--- config.mk ---
export PLATFORM = sky130hd
export DESIGN_NAME = cobs_crc_frame_receiver_core
export DESIGN_NICKNAME = d
export VERILOG_FILES = /design/src/rtl/ccfr_pkg.sv /design/src/rtl/ccfr_ram.sv /design/src/rtl/ccfr_crc.sv /design/src/rtl/ccfr_ctrl.sv /design/src/rtl/cobs_crc_frame_receiver_core.sv
export VERILOG_INCLUDE_DIRS = /design/src /design/src/rtl
export SDC_FILE = /design/constraint.sdc
export NUM_CORES = 2
export LEC_CHECK = 0
export BUFFER_PORTS_ARGS = -buffer_cell sky130_fd_sc_hd__buf_4
export CAP_MARGIN = 20
export CELL_PAD_IN_SITES_DETAIL_PLACEMENT = 1
export CELL_PAD_IN_SITES_GLOBAL_PLACEMENT = 2
export CORE_ASPECT_RATIO = 1.25
export CORE_UTILIZATION = 35
export DETAILED_ROUTE_END_ITERATION = 8
export GPL_TIMING_DRIVEN = 0
export PLACE_DENSITY_LB_ADDON = 0.12
export SYNTH_ARGS = -nofsm -noshare
export SYNTH_HDL_FRONTEND = slang
export SYNTH_SLANG_ARGS = --single-unit
--- constraint.sdc ---
create_clock -name clk -period 6.5 [get_ports clk]
set_input_delay 1.3 -clock clk [delete_from_list [all_inputs] [get_ports clk]]
set_output_delay 1.3 -clock clk [all_outputs]
set_load 0.1 [all_outputs]
--- src/rtl/cobs_crc_frame_receiver_core_macros.svh ---
// ----------------------------------------------------------------------------
// COBS CRC frame receiver assertion macros
// Shared concurrent assertion forms for the receiver RTL.
// ----------------------------------------------------------------------------
`ifndef COBS_CRC_FRAME_RECEIVER_CORE_MACROS_SVH
`define COBS_CRC_FRAME_RECEIVER_CORE_MACROS_SVH

// same-cycle implication
`define CCFR_ASSERT_IMP(label, clk, rst, ante, cons, msg) \
  label: assert property (@(posedge clk) disable iff (rst) (ante) |-> (cons)) \
    else $error(msg);

// next-cycle implication
`define CCFR_ASSERT_NXT(label, clk, rst, ante, cons, msg) \
  label: assert property (@(posedge clk) disable iff (rst) (ante) |=> (cons)) \
    else $error(msg);

`endif

--- src/rtl/ccfr_pkg.sv ---
// ----------------------------------------------------------------------------
// ccfr_pkg
// Types, reply strings, length table and CRC step for the frame receiver.
// ----------------------------------------------------------------------------
package ccfr_pkg;

  typedef enum logic [3:0] {
    ST_OK       = 4'd0,
    ST_RSP1     = 4'd1,
    ST_RSP2     = 4'd2,
    ST_RSP3     = 4'd3,
    ST_RSP4     = 4'd4,
    ST_COBS     = 4'd5,
    ST_FRAMING  = 4'd6,
    ST_CRC      = 4'd7,
    ST_OVERFLOW = 4'd8
  } status_t;

  typedef enum logic [4:0] {
    S_IDLE,
    S_D_ADDR,
    S_D_CODE,
    S_D_READ,
    S_D_WRITE,
    S_D_GAP,
    S_T_START,
    S_T_ADDR,
    S_T_CMP,
    S_K_ADDR,
    S_K_CHK,
    S_C_ADDR,
    S_C_STEP,
    S_R_LO,
    S_R_HI,
    S_R_CMP,
    S_E_ADDR,
    S_E_OUT,
    S_EMIT
  } state_t;

  typedef struct packed {
    status_t    status;
    logic [2:0] kind;
    logic [7:0] data;
    logic       byte_valid;
    logic       last;
  } res_t;

  typedef struct packed {
    logic       init;
    logic       step;
    logic [7:0] data;
  } crc_cmd_t;

  localparam logic [15:0] CRC_INIT = 16'hFFFF;
  localparam logic [15:0] CRC_POLY = 16'hA2EB;
  localparam logic [7:0]  COBS_MAX_CODE = 8'hFF;
  localparam logic [1:0]  RSP_LAST_SEL = 2'd3;

  localparam logic [18*8-1:0] RSP1_STR = "Command succeed.\r\n";
  localparam logic [17*8-1:0] RSP2_STR = "Command failed.\r\n";
  localparam logic [28*8-1:0] RSP3_STR = "This command is erroneous.\r\n";
  localparam logic [38*8-1:0] RSP4_STR = "This command is not implemented yet.\r\n";

  function automatic logic [5:0] rsp_len(input logic [1:0] sel);
    logic [5:0] r;
    unique case (sel)
      2'd0: r = 6'd18;
      2'd1: r = 6'd17;
      2'd2: r = 6'd28;
      default: r = 6'd38;
    endcase
    return r;
  endfunction

  function automatic logic [7:0] rsp_char(input logic [1:0] sel, input logic [5:0] i);
    int p;
    logic [7:0] c;
    p = int'(rsp_len(sel)) - 1 - int'(i);
    if (p < 0) p = 0;
    unique case (sel)
      2'd0: c = RSP1_STR[p*8 +: 8];
      2'd1: c = RSP2_STR[p*8 +: 8];
      2'd2: c = RSP3_STR[p*8 +: 8];
      default: c = RSP4_STR[p*8 +: 8];
    endcase
    return c;
  endfunction

  function automatic status_t rsp_status(input logic [1:0] sel);
    status_t s;
    unique case (sel)
      2'd0: s = ST_RSP1;
      2'd1: s = ST_RSP2;
      2'd2: s = ST_RSP3;
      default: s = ST_RSP4;
    endcase
    return s;
  endfunction

  function automatic logic [7:0] kind_len(input logic [2:0] kind);
    logic [7:0] r;
    unique case (kind)
      3'd0: r = 8'd61;
      3'd1: r = 8'd25;
      3'd2: r = 8'd29;
      3'd3: r = 8'd49;
      3'd4: r = 8'd64;
      3'd5: r = 8'd58;
      3'd6: r = 8'd58;
      default: r = 8'd40;
    endcase
    return r;
  endfunction

  function automatic logic [15:0] crc_byte(input logic [15:0] crc, input logic [7:0] b);
    logic [15:0] c;
    c = crc ^ {b, 8'h00};
    for (int k = 0; k < 8; k++) begin
      if (c[15]) c = {c[14:0], 1'b0} ^ CRC_POLY;
      else c = {c[14:0], 1'b0};
    end
    return c;
  endfunction

endpackage

--- src/rtl/ccfr_ram.sv ---
// ----------------------------------------------------------------------------
// ccfr_ram
// Generic single-write, single-read RAM with registered read data.
// ----------------------------------------------------------------------------
module ccfr_ram #(
  parameter int WIDTH = 8,
  parameter int DEPTH = 128
) (
  input  logic                     clk,
  input  logic                     we,
  input  logic [$clog2(DEPTH)-1:0] waddr,
  input  logic [WIDTH-1:0]         wdata,
  input  logic [$clog2(DEPTH)-1:0] raddr,
  output logic [WIDTH-1:0]         rdata
);

  logic [WIDTH-1:0] mem [DEPTH];

  always_ff @(posedge clk) begin
    if (we) begin
      mem[waddr] <= wdata;
    end
    rdata <= mem[raddr];
  end

endmodule

--- src/rtl/ccfr_crc.sv ---
// ----------------------------------------------------------------------------
// ccfr_crc
// CRC-16 accumulator, one byte per step, polynomial 0xA2EB.
// ----------------------------------------------------------------------------
module ccfr_crc (
  input  logic               clk,
  input  ccfr_pkg::crc_cmd_t cmd,
  output logic [15:0]        crc
);

  always_ff @(posedge clk) begin
    if (cmd.init) begin
      crc <= ccfr_pkg::CRC_INIT;
    end else if (cmd.step) begin
      crc <= ccfr_pkg::crc_byte(crc, cmd.data);
    end
  end

endmodule

--- src/rtl/ccfr_ctrl.sv ---
// ----------------------------------------------------------------------------
// ccfr_ctrl
// Sequencer: buffers line bytes, decodes COBS, checks replies, length and CRC.
// ----------------------------------------------------------------------------
`include "cobs_crc_frame_receiver_core_macros.svh"

module ccfr_ctrl #(
  parameter int BUFFER_BYTES = 128
) (
  input  logic                            clk,
  input  logic                            rst,
  input  logic                            in_valid,
  output logic                            in_ready,
  input  logic                            in_action,
  input  logic [7:0]                      in_byte,
  input  logic                            out_free,
  output logic                            push,
  output ccfr_pkg::res_t                  res,
  output logic                            enc_we,
  output logic [$clog2(BUFFER_BYTES)-1:0] enc_waddr,
  output logic [7:0]                      enc_wdata,
  output logic [$clog2(BUFFER_BYTES)-1:0] enc_raddr,
  input  logic [7:0]                      enc_rdata,
  output logic                            dec_we,
  output logic [$clog2(BUFFER_BYTES)-1:0] dec_waddr,
  output logic [7:0]                      dec_wdata,
  output logic [$clog2(BUFFER_BYTES)-1:0] dec_raddr,
  input  logic [7:0]                      dec_rdata,
  output ccfr_pkg::crc_cmd_t              crc_cmd,
  input  logic [15:0]                     crc
);

  localparam int AW = $clog2(BUFFER_BYTES);
  localparam int LW = $clog2(BUFFER_BYTES + 1);
  localparam int CW = LW + 8;

  ccfr_pkg::state_t  state, state_next;
  logic              sync;
  logic [LW-1:0]     enc_len;
  logic [LW-1:0]     flen;
  logic [LW-1:0]     in_ptr;
  logic [LW-1:0]     out_ptr;
  logic [LW-1:0]     idx;
  logic [7:0]        remain;
  logic [7:0]        code;
  logic [1:0]        sel;
  logic [7:0]        rx_lo;
  ccfr_pkg::status_t st;
  logic [2:0]        st_kind;

  logic          accept;
  logic          buf_full;
  logic [LW-1:0] in_new;
  logic [7:0]    code_n;
  logic          cobs_err;
  logic [LW-1:0] rlen;
  logic [LW-1:0] tail_addr;
  logic          char_hit;
  logic          len_ok;
  logic          crc_ok;
  logic          crc_done;
  logic          emit_last;

  assign in_ready  = (state == ccfr_pkg::S_IDLE);
  assign accept    = in_valid && in_ready;
  assign buf_full  = (enc_len == LW'(BUFFER_BYTES));
  assign in_new    = in_ptr + LW'(1);
  assign code_n    = enc_rdata - 8'd1;
  assign cobs_err  = (enc_rdata == 8'd0) || (CW'(code_n) > CW'(flen - in_new));
  assign rlen      = LW'(ccfr_pkg::rsp_len(sel));
  assign tail_addr = out_ptr - rlen + idx;
  assign char_hit  = (dec_rdata == ccfr_pkg::rsp_char(sel, idx[5:0]));
  assign len_ok    = (out_ptr == LW'(ccfr_pkg::kind_len(dec_rdata[2:0])));
  assign crc_ok    = (crc == {dec_rdata, rx_lo});
  assign crc_done  = (idx == out_ptr - LW'(3));
  assign emit_last = (idx == out_ptr - LW'(1));

  always_comb begin
    state_next = state;
    unique case (state)
      ccfr_pkg::S_IDLE: begin
        if (accept && !in_action) begin
          if (in_byte == 8'd0) begin
            if (sync && enc_len != '0) state_next = ccfr_pkg::S_D_ADDR;
          end else if (sync && buf_full) begin
            state_next = ccfr_pkg::S_EMIT;
          end
        end
      end
      ccfr_pkg::S_D_ADDR: state_next = ccfr_pkg::S_D_CODE;
      ccfr_pkg::S_D_CODE: begin
        if (cobs_err) state_next = ccfr_pkg::S_EMIT;
        else if (code_n == 8'd0) state_next = ccfr_pkg::S_D_GAP;
        else state_next = ccfr_pkg::S_D_READ;
      end
      ccfr_pkg::S_D_READ: state_next = ccfr_pkg::S_D_WRITE;
      ccfr_pkg::S_D_WRITE: begin
        if (remain == 8'd1) state_next = ccfr_pkg::S_D_GAP;
        else state_next = ccfr_pkg::S_D_READ;
      end
      ccfr_pkg::S_D_GAP: begin
        if (in_ptr >= flen) state_next = ccfr_pkg::S_T_START;
        else state_next = ccfr_pkg::S_D_ADDR;
      end
      ccfr_pkg::S_T_START: begin
        if (out_ptr >= rlen) state_next = ccfr_pkg::S_T_ADDR;
        else if (sel == ccfr_pkg::RSP_LAST_SEL) state_next = ccfr_pkg::S_K_ADDR;
      end
      ccfr_pkg::S_T_ADDR: state_next = ccfr_pkg::S_T_CMP;
      ccfr_pkg::S_T_CMP: begin
        if (!char_hit) begin
          if (sel == ccfr_pkg::RSP_LAST_SEL) state_next = ccfr_pkg::S_K_ADDR;
          else state_next = ccfr_pkg::S_T_START;
        end else if (idx == rlen - LW'(1)) begin
          state_next = ccfr_pkg::S_EMIT;
        end else begin
          state_next = ccfr_pkg::S_T_ADDR;
        end
      end
      ccfr_pkg::S_K_ADDR: begin
        if (out_ptr == '0) state_next = ccfr_pkg::S_EMIT;
        else state_next = ccfr_pkg::S_K_CHK;
      end
      ccfr_pkg::S_K_CHK: begin
        if (len_ok) state_next = ccfr_pkg::S_C_ADDR;
        else state_next = ccfr_pkg::S_EMIT;
      end
      ccfr_pkg::S_C_ADDR: state_next = ccfr_pkg::S_C_STEP;
      ccfr_pkg::S_C_STEP: begin
        if (crc_done) state_next = ccfr_pkg::S_R_LO;
        else state_next = ccfr_pkg::S_C_ADDR;
      end
      ccfr_pkg::S_R_LO: state_next = ccfr_pkg::S_R_HI;
      ccfr_pkg::S_R_HI: state_next = ccfr_pkg::S_R_CMP;
      ccfr_pkg::S_R_CMP: begin
        if (crc_ok) state_next = ccfr_pkg::S_E_ADDR;
        else state_next = ccfr_pkg::S_EMIT;
      end
      ccfr_pkg::S_E_ADDR: state_next = ccfr_pkg::S_E_OUT;
      ccfr_pkg::S_E_OUT: begin
        if (out_free) begin
          if (emit_last) state_next = ccfr_pkg::S_IDLE;
          else state_next = ccfr_pkg::S_E_ADDR;
        end
      end
      ccfr_pkg::S_EMIT: begin
        if (out_free) state_next = ccfr_pkg::S_IDLE;
      end
      default: state_next = ccfr_pkg::S_IDLE;
    endcase
  end

  always_comb begin
    enc_we    = accept && !in_action && (in_byte != 8'd0) && sync && !buf_full;
    enc_waddr = enc_len[AW-1:0];
    enc_wdata = in_byte;
    enc_raddr = in_ptr[AW-1:0];
    dec_we    = 1'b0;
    dec_waddr = out_ptr[AW-1:0];
    dec_wdata = 8'd0;
    dec_raddr = idx[AW-1:0];
    crc_cmd   = '{init: 1'b0, step: 1'b0, data: dec_rdata};
    push      = 1'b0;
    res       = '{status: st, kind: st_kind, data: 8'd0, byte_valid: 1'b0, last: 1'b1};
    unique case (state)
      ccfr_pkg::S_D_WRITE: begin
        dec_we    = 1'b1;
        dec_wdata = enc_rdata;
      end
      ccfr_pkg::S_D_GAP: begin
        dec_we = (in_ptr < flen) && (code != ccfr_pkg::COBS_MAX_CODE);
      end
      ccfr_pkg::S_T_ADDR: dec_raddr = tail_addr[AW-1:0];
      ccfr_pkg::S_K_ADDR: dec_raddr = '0;
      ccfr_pkg::S_K_CHK:  crc_cmd.init = len_ok;
      ccfr_pkg::S_C_STEP: crc_cmd.step = 1'b1;
      ccfr_pkg::S_R_LO:   dec_raddr = AW'(out_ptr - LW'(2));
      ccfr_pkg::S_R_HI:   dec_raddr = AW'(out_ptr - LW'(1));
      ccfr_pkg::S_E_OUT: begin
        push = out_free;
        res  = '{status: ccfr_pkg::ST_OK, kind: st_kind, data: dec_rdata,
                 byte_valid: 1'b1, last: emit_last};
      end
      ccfr_pkg::S_EMIT: push = out_free;
      default: ;
    endcase
  end

  always_ff @(posedge clk) begin
    if (rst) begin
      state   <= ccfr_pkg::S_IDLE;
      sync    <= 1'b0;
      enc_len <= '0;
    end else begin
      state <= state_next;
      if (accept) begin
        if (in_action) begin
          enc_len <= '0;
          sync    <= 1'b0;
        end else if (in_byte == 8'd0) begin
          enc_len <= '0;
          sync    <= 1'b1;
        end else if (sync && buf_full) begin
          enc_len <= '0;
          sync    <= 1'b0;
        end else if (sync) begin
          enc_len <= enc_len + LW'(1);
        end
      end
    end
  end

  always_ff @(posedge clk) begin
    unique case (state)
      ccfr_pkg::S_IDLE: begin
        flen    <= enc_len;
        in_ptr  <= '0;
        out_ptr <= '0;
        sel     <= '0;
        st      <= ccfr_pkg::ST_OVERFLOW;
        st_kind <= '0;
      end
      ccfr_pkg::S_D_CODE: begin
        code   <= enc_rdata;
        remain <= code_n;
        in_ptr <= in_new;
        st     <= ccfr_pkg::ST_COBS;
      end
      ccfr_pkg::S_D_WRITE: begin
        in_ptr  <= in_new;
        out_ptr <= out_ptr + LW'(1);
        remain  <= remain - 8'd1;
      end
      ccfr_pkg::S_D_GAP: begin
        idx <= '0;
        if (dec_we) out_ptr <= out_ptr + LW'(1);
      end
      ccfr_pkg::S_T_START: begin
        idx <= '0;
        if (out_ptr < rlen && sel != ccfr_pkg::RSP_LAST_SEL) sel <= sel + 2'd1;
      end
      ccfr_pkg::S_T_CMP: begin
        st  <= ccfr_pkg::rsp_status(sel);
        idx <= idx + LW'(1);
        if (!char_hit && sel != ccfr_pkg::RSP_LAST_SEL) sel <= sel + 2'd1;
      end
      ccfr_pkg::S_K_ADDR: st <= ccfr_pkg::ST_FRAMING;
      ccfr_pkg::S_K_CHK: begin
        st_kind <= dec_rdata[2:0];
        idx     <= '0;
      end
      ccfr_pkg::S_C_STEP: idx <= idx + LW'(1);
      ccfr_pkg::S_R_HI: rx_lo <= dec_rdata;
      ccfr_pkg::S_R_CMP: begin
        st  <= ccfr_pkg::ST_CRC;
        idx <= '0;
      end
      ccfr_pkg::S_E_OUT: begin
        if (out_free) idx <= idx + LW'(1);
      end
      default: ;
    endcase
  end

  `CCFR_ASSERT_IMP(a_push_free, clk, rst, push, out_free, "result pushed into busy output")
  `CCFR_ASSERT_IMP(a_valid_ok, clk, rst, push && res.byte_valid,
                   res.status == ccfr_pkg::ST_OK, "frame byte carries error status")
  `CCFR_ASSERT_NXT(a_last_idle, clk, rst, push && res.last,
                   state == ccfr_pkg::S_IDLE, "sequencer busy after last result")

endmodule

--- src/rtl/cobs_crc_frame_receiver_core.sv ---
// Flow: line bytes are taken while idle; a delimiter that closes a frame runs
//   COBS decode, reply compare, length check, CRC check and frame output in turn,
//   all on one RAM read port per buffer.
// Throughput: one line byte per cycle between frames; busy during frame-end work and overflow reports.
// Reset (rst, synchronous): unsynced, buffer empty, no result pending.
// ----------------------------------------------------------------------------
// cobs_crc_frame_receiver_core
// COBS deframer with reply detection, length check and CRC-16 check.
// ----------------------------------------------------------------------------
module cobs_crc_frame_receiver_core #(
  parameter int BUFFER_BYTES = 128
) (
  input  logic       clk,
  input  logic       rst,
  input  logic       s_axis_tvalid,
  output logic       s_axis_tready,
  input  logic [7:0] s_axis_tdata,  // [7:0] line_byte
  input  logic [0:0] s_axis_tuser,  // [0] action
  output logic       m_axis_tvalid,
  input  logic       m_axis_tready,
  output logic [7:0] m_axis_tdata,  // [7:0] out_byte
  output logic [7:0] m_axis_tuser,  // [3:0] status, [6:4] frame_kind, [7] byte_valid
  output logic       m_axis_tlast
);

  localparam int AW = $clog2(BUFFER_BYTES);

  logic               out_free;
  logic               push;
  ccfr_pkg::res_t     res_c;
  ccfr_pkg::res_t     res;
  logic               enc_we;
  logic [AW-1:0]      enc_waddr;
  logic [7:0]         enc_wdata;
  logic [AW-1:0]      enc_raddr;
  logic [7:0]         enc_rdata;
  logic               dec_we;
  logic [AW-1:0]      dec_waddr;
  logic [7:0]         dec_wdata;
  logic [AW-1:0]      dec_raddr;
  logic [7:0]         dec_rdata;
  ccfr_pkg::crc_cmd_t crc_cmd;
  logic [15:0]        crc;

  assign out_free = !m_axis_tvalid || m_axis_tready;

  ccfr_ctrl #(.BUFFER_BYTES(BUFFER_BYTES)) u_ctrl (
    .clk       (clk),
    .rst       (rst),
    .in_valid  (s_axis_tvalid),
    .in_ready  (s_axis_tready),
    .in_action (s_axis_tuser[0]),
    .in_byte   (s_axis_tdata),
    .out_free  (out_free),
    .push      (push),
    .res       (res_c),
    .enc_we    (enc_we),
    .enc_waddr (enc_waddr),
    .enc_wdata (enc_wdata),
    .enc_raddr (enc_raddr),
    .enc_rdata (enc_rdata),
    .dec_we    (dec_we),
    .dec_waddr (dec_waddr),
    .dec_wdata (dec_wdata),
    .dec_raddr (dec_raddr),
    .dec_rdata (dec_rdata),
    .crc_cmd   (crc_cmd),
    .crc       (crc)
  );

  ccfr_ram #(.WIDTH(8), .DEPTH(BUFFER_BYTES)) u_enc_ram (
    .clk   (clk),
    .we    (enc_we),
    .waddr (enc_waddr),
    .wdata (enc_wdata),
    .raddr (enc_raddr),
    .rdata (enc_rdata)
  );

  ccfr_ram #(.WIDTH(8), .DEPTH(BUFFER_BYTES)) u_dec_ram (
    .clk   (clk),
    .we    (dec_we),
    .waddr (dec_waddr),
    .wdata (dec_wdata),
    .raddr (dec_raddr),
    .rdata (dec_rdata)
  );

  ccfr_crc u_crc (
    .clk (clk),
    .cmd (crc_cmd),
    .crc (crc)
  );

  always_ff @(posedge clk) begin
    if (rst) begin
      m_axis_tvalid <= 1'b0;
    end else if (push) begin
      m_axis_tvalid <= 1'b1;
    end else if (m_axis_tready) begin
      m_axis_tvalid <= 1'b0;
    end
  end

  always_ff @(posedge clk) begin
    if (push) begin
      res <= res_c;
    end
  end

  assign m_axis_tdata = res.data;
  assign m_axis_tuser = {res.byte_valid, res.kind, res.status};
  assign m_axis_tlast = res.last;

endmodule

==> run_results.csv <==
group,metric,value,unit
status,status,"completed",
synthesis,synth_compound_area_frac,0.0605,
die,die_h,572,um
run,cap_violations,0,
sta,report.final.slew_viol_count,0,
routing,vias,55400,
place,portBuffers,30,
die,row_count,208,
setup_path,critical_path.cell_chain,"inv_1 -> ha_4 -> fa_1 -> fa_1 -> a221o_1 -> a21o_1 -> buf_2 -> buf_4 -> buf_4 -> buf_2 -> buf_2 -> nand2_1 -> nand3_1 -> nand4_1 -> nand4_1 -> nand3_1 -> nor4_1 -> buf_2",
cells_and_area,area_delta_synth_final,14.3,%
cells_and_area,final_common_cell,"edfxtp_1",
setup_path,cp_max_fo,10,
synthesis,synthMuxAreaShare,0.0720,
sta,finalClockSkew,0.0896,ns
clocking,clockRootBuffer,"clkbuf_16",
synthesis,synth_top_area_share,0.703,
routing,via_per_inst,5.41,
sta,hold_slack,0.417,ns
die,coreArea,258000,um2
synthesis,ys_seq_area_frac,0.713,
sta,hold_viol,0,
sta,worstMarginPinSlew,1.19,ns
place,place_ws,-1.33,ns
setup_path,worst_ep_arrival_time,7.17,ns
setup_path,cpPeakStageDelay,0.58,ns
routing,wirelength,304,mm
worst_hold_path,hp-start,"u_ctrl.st_kind[0]",
clocking,clk_pin_slew,0.06,ns
die,die_x,458,um
routing,wire_per_inst,29.7,um
synthesis,syn_nets,6454,
routing,drc,0,
place,dpl.hpwl,213,mm
global_route,antenna_found_initial,6,
worst_hold_path,hold_class,"flop to flop",
global_route,grt_pass1_wl,432,mm
clocking,insertion_delay,0.94,ns
sta,tns,0,ns
setup_path,critPathKind,"flop to flop",
pwr,powerDensity,347,nW/um2
synthesis,netlist_top_cells_area,"edfxtp_1 (70%), nand2_1 (4.4%), mux4_2 (3.4%)",
global_route,grt_pass1_vias,58100,
sta,timing.final.crit_share,0.979,
setup_path,crit_path_frequent_cell,"buf_2",
sta,setup_viol,0,
setup_path,critical_path.startpoint_type,"flop",
cells_and_area,final_cell_mix,"edfxtp_1 (2130), nand2_1 (1065), nand3_1 (490)",
clocking,hold_buffers,0,
setup_path,r2r_start,"u_ctrl.sel[0]",
global_route,track_usage,0.230,
sta,max-slew-margin-rel,0.207,
sta,rsz0062_at_grt,"no",
global_route,grt_max_degree,110,
sta,min_period,6.36,ns
pwr,power.total,36.1,mW
synthesis,synth_xor_area_frac,0.0123,
synthesis,syn_avg_cell_area,14.3,um2
die,fp.dieArea,262000,um2
cells_and_area,drive_above_1_share,0.121,
clocking,cts_buffer_depth,4,
clocking,cts_tree,"yes",
global_route,grt_overflow,0,
synthesis,synth_top_family_by_area,"simple AND/OR/NAND/NOR gates",
setup_path,cp.required,7.31,ns
pwr,p_leak,32.7,nW
place,gp_congestion,0.867,
synthesis,yosysTopAreaCell,"edfxtp_1",
synthesis,synth_edf_count,2130,
clocking,htreeDepth,4,
die,io_pins,32,
clocking,cts_buffers,239,
synthesis,syn-cell-area,91000,um2
synthesis,yosysWarnings,0,
pwr,max-vdd-ir-drop,218,uV
synthesis,synth_fa_ha_area_frac,0.0111,
synthesis,syn_inst,6365,
setup_path,startpoint,"u_ctrl.sel[0]",
routing,dr.pass1.iters,5,
sta,finalWorstSetupSlack,0.136,ns
sta,fmax,157,MHz
setup_path,slowest_stage,"edfxtp_1",
routing,drtAntennaViolNets,0,
synthesis,synthArstFlopShare,0,
cells_and_area,final_nets,6788,
die,initial_core_util,0.353,
synthesis,ys_types,95,
setup_path,cp-end-kind,"flop",
synthesis,synthSimpleGateAreaFrac,0.110,
routing,drtIter0Drc,4100,
synthesis,synth_flop_cell,"edfxtp_1",
clocking,clkSinkCount,2177,
synthesis,yosys_register_bits,2177,
## synth_stat cells (all sizes together), types with 5 or more instances
library cell and count:
nand2b 23, nand3b 7, inv 65, a211oi 43, a221oi 9, or2 5
and2 23, fa 8, nand2 1065, o31ai 6, xnor2 87, or3 10
o221ai 66, o21bai 6, mux4 136, nor3b 6, nand3 490, and3 73
a21o 24, or4 6, o211ai 29, buf 187, and4 11, xor2 37
mux2i 273, mux2 67, nor4 21, o22ai 73, a2111oi 21, nor2b 31
a211o 5, clkbuf 196, nand4 77, a31oi 52, o21a 9, edfxtp 2130
a221o 12, dfxtp 47, nor2 379, ha 68, a21oi 190, a32oi 74
o21ai 119, a22oi 9, nor3 35
## worst paths after layout
check                                           to  slack (ns)  cells past startpoint
worst min register to register     m_axis_tuser[4]        0.42                      0
worst max register to register  u_dec_ram.rdata[0]        0.14                     18
worst max-delay path            u_dec_ram.rdata[0]        0.14                     18
worst min-delay path               m_axis_tuser[4]        0.42                      0
## logic make-up (layout without fill, tap and decap cells)
| logic type | after synthesis | count (layout) |
|---|---|---|
| multiplexers | 476 | 476 |
| flip-flops | 2177 | 2177 |
| other | 0 | 7 |
| XOR/XNOR | 124 | 124 |
| buffers and inverters | 449 | 972 |
| AND/OR/NAND/NOR | 2269 | 2269 |
| AO/OA/AOI/OAI | 794 | 794 |
| adder cells (fa/ha/maj) | 76 | 76 |
## sequential cells by signal (all words and copies together), names as in the netlist, 2 cells and up
| register | count |
|---|---|
| u_dec_ram.mem | 1024 |
| u_ctrl.rx_lo | 8 |
| u_enc_ram.rdata | 8 |
| m_axis_tuser | 8 |
| u_dec_ram.rdata | 8 |
| u_ctrl.sel | 2 |
| u_ctrl.st_kind | 3 |
| u_ctrl.code | 8 |
| u_ctrl.st | 4 |
| u_ctrl.flen | 8 |
| u_enc_ram.mem | 1024 |
| u_ctrl.in_ptr | 8 |
| u_ctrl.idx | 8 |
| u_ctrl.state | 5 |
| m_axis_tdata | 8 |
| u_ctrl.out_ptr | 8 |
| u_crc.crc | 16 |
| u_ctrl.remain | 8 |
| u_ctrl.enc_len | 8 |
## repair_timing
item                       in CTS  in global routing
buffers inserted                4                  0
setup endpoints to repair     651                  4
pin swaps                       3                  0
resized for setup              25                 11
## cell type report
cell class / instances / area (um2)
fill: 26100 / 154000
sequential: 2177 / 64900
multi-input combinational: 3739 / 24400
clock buffer: 303 / 6290
tap: 3360 / 4200
buffer: 382 / 1670
timing repair buffer: 94 / 1380
clock inverter: 127 / 998
inverter: 66 / 248
antenna: 7 / 17.5
## through the flow
step | std cells | util | cell area, um2
finish | 10300 | 0.404 | 104000
global route | 10200 | 0.404 | 104000
global placement | 9755 | 0.370 | 95500
detailed placement | 9812 | 0.375 | 96600
CTS | 10200 | 0.404 | 104000
floorplan | 6365 | - | 91000
## layer usage
layer | routed length (um) | global-route usage | share of wire | vias to the layer above
met5 | 0 | 0 | 0 | -
met1 | 123000 | 0.277 | 0.40 | 28800
met2 | 159000 | 0.418 | 0.52 | 1165
met3 | 9700 | 0.0207 | 0.032 | 431
li1 | - | - | - | 25000
met4 | 13100 | 0.0940 | 0.043 | 0
## report_power, final
part,internal (mW),total [mW],leakage (nW),switching [mW]
Combinational,2.38,7.48,11.7,5.09
Sequential,15.5,15.7,17.5,0.178
Clock,7.32,13.0,3.56,5.64
Total,25.2,36.1,32.7,10.9
## critical path, delay by kind of cell (launching register included)
family	cells	cell delay (ns)
adder cells (fa/ha/maj)	3	1.49
buffers and inverters	7	2.00
AND/OR/NAND/NOR	6	1.60
flip-flops	1	0.58
AO/OA/AOI/OAI	2	0.57
(Power assumes the default switching activity.)
